[config.mk]
export PLATFORM = sky130hd
export DESIGN_NAME = lome_ctrl
export DESIGN_NICKNAME = d
export VERILOG_FILES = /design/src/sv/lome_pkg.sv /design/src/sv/lome_ctrl.sv
export SDC_FILE = /design/constraint.sdc
export NUM_CORES = 1
export LEC_CHECK = 0
export BUFFER_PORTS_ARGS = -buffer_cell sky130_fd_sc_hd__buf_2
export CAP_MARGIN = 40
export CORE_MARGIN = 2
export CORE_UTILIZATION = 57
export DETAILED_ROUTE_END_ITERATION = 7
export GPL_TIMING_DRIVEN = 0
export PLACE_DENSITY = 0.85
export SLEW_MARGIN = 20
export SYNTH_ARGS = -nofsm -noshare
export SYNTH_HDL_FRONTEND = slang
export SYNTH_SLANG_ARGS = --single-unit
[constraint.sdc]
create_clock -name clk -period 3.35 [get_ports clk]
set_input_delay 0.335 -clock clk [delete_from_list [all_inputs] [get_ports clk]]
set_output_delay 0.335 -clock clk [all_outputs]
set_load 0.02 [all_outputs]
[src/sv/lome_pkg.sv]
// Types and constants shared by the matching engine modules.
`default_nettype none
package lome_pkg;

  localparam int ID_W    = 32;
  localparam int QTY_W   = 32;
  localparam int PRICE_W = 8;
  localparam int SLOT_W  = 6;
  localparam int TOT_W   = 38;
  localparam int SUM_W   = 46;

  localparam logic [1:0] EXEC_GTC = 2'd0;
  localparam logic [1:0] EXEC_IOC = 2'd1;
  localparam logic [1:0] EXEC_FOK = 2'd2;

  typedef enum logic [2:0] {
    KIND_FILL     = 3'd0,
    KIND_RESTED   = 3'd1,
    KIND_DONE     = 3'd2,
    KIND_KILLED   = 3'd3,
    KIND_REJECTED = 3'd4,
    KIND_FULL     = 3'd5
  } kind_t;

  typedef struct packed {
    logic  in_rdy;
    logic  ptr_init_fok;
    logic  ptr_init_match;
    logic  ptr_step;
    logic  fok_scan;
    logic  hold_lvl;
    logic  do_fill;
    logic  fptr_clr;
    logic  fptr_step;
    logic  rd_price;
    logic  rest_a;
    logic  rest_b;
    logic  emit_final;
    kind_t final_kind;
  } lome_cmd_t;

  typedef struct packed {
    logic in_valid;
    logic reject;
    logic is_fok;
    logic is_gtc;
    logic rem_zero;
    logic fok_short;
    logic sc_hit;
    logic cross_ok;
    logic ptr_end;
    logic fill_done;
    logic free_hit;
    logic free_end;
    logic out_free;
  } lome_sts_t;

endpackage
`default_nettype wire

[src/sv/lome_ctrl.sv]
// Sequencer of the matching engine: walks one order through check, match and rest.
`default_nettype none
module lome_ctrl (
  input  wire logic                 clk,
  input  wire logic                 rst_n,
  input  wire lome_pkg::lome_sts_t  sts,
  output lome_pkg::lome_cmd_t       cmd
);
  import lome_pkg::*;

  typedef enum logic [12:0] {
    ST_IDLE   = 13'b0000000000001,
    ST_CHECK  = 13'b0000000000010,
    ST_FOK    = 13'b0000000000100,
    ST_FOKW   = 13'b0000000001000,
    ST_FOKC   = 13'b0000000010000,
    ST_SCAN   = 13'b0000000100000,
    ST_HEAD   = 13'b0000001000000,
    ST_SLOT   = 13'b0000010000000,
    ST_END    = 13'b0000100000000,
    ST_FREE   = 13'b0001000000000,
    ST_REST_A = 13'b0010000000000,
    ST_REST_B = 13'b0100000000000,
    ST_FIN    = 13'b1000000000000
  } state_t;

  state_t state_r, state_nxt;
  kind_t  kind_r, kind_nxt;

  always_comb begin
    cmd            = '0;
    cmd.final_kind = kind_r;
    state_nxt      = state_r;
    kind_nxt       = kind_r;
    case (state_r)
      ST_IDLE: begin
        cmd.in_rdy = 1'b1;
        if (sts.in_valid) begin
          state_nxt = ST_CHECK;
        end
      end
      ST_CHECK: begin
        if (sts.reject) begin
          kind_nxt  = KIND_REJECTED;
          state_nxt = ST_FIN;
        end else if (sts.is_fok) begin
          cmd.ptr_init_fok = 1'b1;
          state_nxt        = ST_FOK;
        end else begin
          cmd.ptr_init_match = 1'b1;
          state_nxt          = ST_SCAN;
        end
      end
      ST_FOK: begin
        cmd.fok_scan = 1'b1;
        if (sts.ptr_end) begin
          state_nxt = ST_FOKW;
        end else begin
          cmd.ptr_step = 1'b1;
        end
      end
      ST_FOKW: begin
        state_nxt = ST_FOKC;
      end
      ST_FOKC: begin
        if (sts.fok_short) begin
          kind_nxt  = KIND_KILLED;
          state_nxt = ST_FIN;
        end else begin
          cmd.ptr_init_match = 1'b1;
          state_nxt          = ST_SCAN;
        end
      end
      ST_SCAN: begin
        if (sts.rem_zero) begin
          state_nxt = ST_END;
        end else if (sts.sc_hit) begin
          state_nxt = sts.cross_ok ? ST_HEAD : ST_END;
        end else if (sts.ptr_end) begin
          state_nxt = ST_END;
        end else begin
          cmd.ptr_step = 1'b1;
        end
      end
      ST_HEAD: begin
        cmd.hold_lvl = 1'b1;
        state_nxt    = ST_SLOT;
      end
      ST_SLOT: begin
        if (sts.out_free) begin
          cmd.do_fill = 1'b1;
          state_nxt   = sts.fill_done ? ST_END : ST_SCAN;
        end
      end
      ST_END: begin
        if (sts.is_gtc && !sts.rem_zero) begin
          cmd.fptr_clr = 1'b1;
          state_nxt    = ST_FREE;
        end else begin
          kind_nxt  = KIND_DONE;
          state_nxt = ST_FIN;
        end
      end
      ST_FREE: begin
        cmd.rd_price = 1'b1;
        if (sts.free_hit) begin
          state_nxt = ST_REST_A;
        end else if (sts.free_end) begin
          kind_nxt  = KIND_FULL;
          state_nxt = ST_FIN;
        end else begin
          cmd.fptr_step = 1'b1;
        end
      end
      ST_REST_A: begin
        cmd.rd_price = 1'b1;
        cmd.rest_a   = 1'b1;
        state_nxt    = ST_REST_B;
      end
      ST_REST_B: begin
        cmd.rd_price   = 1'b1;
        cmd.final_kind = KIND_RESTED;
        if (sts.out_free) begin
          cmd.rest_b     = 1'b1;
          cmd.emit_final = 1'b1;
          state_nxt      = ST_IDLE;
        end
      end
      ST_FIN: begin
        if (sts.out_free) begin
          cmd.emit_final = 1'b1;
          state_nxt      = ST_IDLE;
        end
      end
      default: begin
        state_nxt = ST_IDLE;
      end
    endcase
  end

  always_ff @(posedge clk) begin
    if (!rst_n) begin
      state_r <= ST_IDLE;
    end else begin
      state_r <= state_nxt;
    end
  end

  always_ff @(posedge clk) begin
    kind_r <= kind_nxt;
  end
endmodule
`default_nettype wire

==> metrics.yaml <==
sta:
  tightest_slew_ps: 665.9
  relSlewSlack_pct: 55.23
  setup-violations-final: 0
  fin_crit_ps: 2548
  rsz0062_at_grt: "no"
  fin_crit_sh_pct: 76.06
  tns_ps: 0
  hold_viol_final: 0
  fmax_mhz: 392.5
  fin_skew_ps: 8.117
  drv_slew: 0
finish:
  multiInputGateArea_sq_um: 789.5
  nets: 200
  syn2layout_area_growth_pct: 16.82
  antennaDiodeCount: 0
  register_area_sq_um: 350.3
  final_cells: 212
  drive_gt1_share_pct: 30.98
  layout_common_cells: "buf_2, nor2_1, dfxtp_1"
  final_common_cell: "buf_2"
  fillers: 185
pwr:
  combinationalPowerShare_pct: 39.4
  p_per_area_nw_per_um2: 359.7
  intPower_uw: 332.9
  p_clk_share_pct: 20.0
  swShare_pct: 37.00
  p_leak_uw: 0.0006475
  ir_drop_mv: 0.2632
  power.switching_uw: 195.5
  seqPwrFrac_pct: 40.5
critical_path:
  start_kind: "register"
  arrival_ps: 2210
  crit_path_end_kind: "output port"
  cp-startpoint: "state_r[0]"
  r2r-end: "state_r[0]"
  crit_type: "register to output port"
  critPathMaxFanout: 9
  ff2ff_path_depth: 6
  crit_end: "cmd[3]"
  ff2ff_setup_slack_ps: 1030
  regToRegStartpoint: "state_r[5]"
  required_ps: 3010
floorplanning:
  num_io_pins: 31
  floorplan.initialDensity_pct: 58.53
  fp.dieW_microns: 50.97
  core_sq_um: 2148
  die_h_microns: 50.97
  rows: 17
  fp.dieArea_sq_um: 2598
hold_path:
  hold_path_class: "input pin to register"
routing:
  drc_errors: 0
  drt-wirelength-per-cell_microns: 15.25
  vias: 1317
  ant_nets: 0
  drtIter0Drc: 50
  via_per_inst: 6.212
  totalWireLength_microns: 3234
  drtPass1Iterations: 4
placement:
  dp_hpwl_microns: 2493
  gp_congestion: 0.9657
  post-place-cells: 208
  port_buffers: 30
grt:
  grt_pass1_wl_microns: 5306
  antenna_found_initial: 0
  grt.total_usage_pct: 27.30
  grt_pass1_vias: 1172
  grt-ovfl-total: 0
  grt_max_degree: 11
clock_network:
  hold_buffers: 0
  cts_buffers: 3
  htreeDepth: 1
  root_buffer: "clkbuf_4"
  cts.repair.resized: 0
  postCtsSetupBuffers: 0
  cts_tree: "built"
  clk_path_buf_depth: 2
  insertion_delay_ps: 290
  path_clk_slew_ps: 100
  cts_sinks: 16
logic_synthesis:
  yosys_warnings: 0
  seq_area_frac_synth_pct: 27.86
  synth_cell_types: 48
  ys_seq_elements: 16
  synthArstFlopShare_pct: 0
  avgSynthCellArea_sq_um: 8.383
  syn-instance-count: 150
  syn_nets: 165
  synth_edf_count: 3
  synth_area_sq_um: 1257
  ys.flop_type: "dfxtp_1"
flow_run:
  timing.max_cap.violations: 0
status:
  status: "complete, no violations"
-- how the worst min path moves through the flow --
stage | from | endpoint | slack (ps) | cells after the start
3_3_place_gp | state_r[12] | state_r[12] | 600 | 3
3_5_place_dp | state_r[12] | state_r[12] | 600 | 3
2_1_floorplan | rst_n | state_r[2] | 450 | 1
5_1_grt | sts[2] | state_r[10] | 310 | 2
6_report | sts[2] | state_r[10] | 310 | 2
4_1_cts | sts[2] | state_r[10] | 310 | 2
-- worst max-delay path: stages, from the launching register on --
cell,delay (ps)
dfxtp_1,310
clkbuf_1,190
or4_1,510
buf_2,200
nor4_4,190
nor4b_1,300
buf_2,230
-- cell families (layout without fill, tap and decap cells) --
| family | Yosys count | count (layout) | share of synthesized area [%] |
|---|---|---|---|
| simple gates | 86 | 86 | 44.58 |
| compound gates | 23 | 23 | 14.73 |
| buf+inv | 20 | 54 | 9.353 |
| flops | 16 | 16 | 27.86 |
| xor+xnor | 5 | 5 | 3.483 |
-- cells in the mapped netlist, types with 3 or more instances --
master / n / share of area, %
dfxtp_1: 13 / 21
o21ai_0: 4 / 1.6
xnor2_1: 3 / 2.1
nor4_1: 4 / 2.0
nand3_1: 7 / 2.8
nand4_1: 3 / 1.5
nor4_2: 3 / 3.0
edfxtp_1: 3 / 7.2
nand2b_1: 5 / 2.5
nor3_1: 8 / 3.2
and3_1: 5 / 2.5
buf_6: 4 / 3.6
nor4b_1: 4 / 2.8
inv_1: 8 / 2.4
nand2_1: 9 / 2.7
a21oi_1: 5 / 2.0
or3_1: 3 / 1.5
and2_1: 4 / 2.0
nor2_1: 13 / 3.9
buf_2: 4 / 1.6
-- sequential cells by signal, indices dropped and copies added (netlist names) --
signal	cells
state_r	13
kind_r	3
-- power groups by stage --
stage | clock (uW) | sequential, uW | combinational [uW]
global placement | 0 | 217 | 197
finish | 106 | 214 | 208
global route | 117 | 216 | 226
detailed placement | 0 | 219 | 204
CTS | 108 | 214 | 205
floorplan | 0 | 216 | 156
-- area by class of cell --
| cell class | instances | share of cell area [%] |
|---|---|---|
| inverters | 8 | 2.044 |
| clock buffers | 3 | 1.533 |
| well taps | 28 | 2.385 |
| plain buffers | 12 | 5.963 |
| flip-flops and latches | 16 | 23.85 |
| multi-input cells | 114 | 53.75 |
| repair buffers | 30 | 10.22 |
| clock inverters | 1 | 0.2555 |
-- per-stage QoR --
step / hold WS, ps / total power, uW / util [%] / setup slack [ps] / cell area, sq um
after floorplan: 452.5 / 371.8 / - / 832.3 / 1257
after global placement: 600.1 / 413.9 / 67.15 / 1153 / 1443
after detailed placement: 602.7 / 422.4 / 67.15 / 1122 / 1443
after CTS: 308.4 / 527.6 / 68.38 / 846.5 / 1469
after global routing: 314.4 / 558.9 / 68.38 / 644.9 / 1469
final: 308.7 / 528.4 / 68.38 / 802.0 / 1469
-- layer usage --
layer	GRT usage, %	vias up	part of all wire [%]
met5	0	-	0
met4	14.41	0	4.2
met3	6.725	18	6.6
met2	45.02	69	48
met1	32.54	606	42
li1	-	624	-
Note: power is estimated with default switching activity, not from simulation.
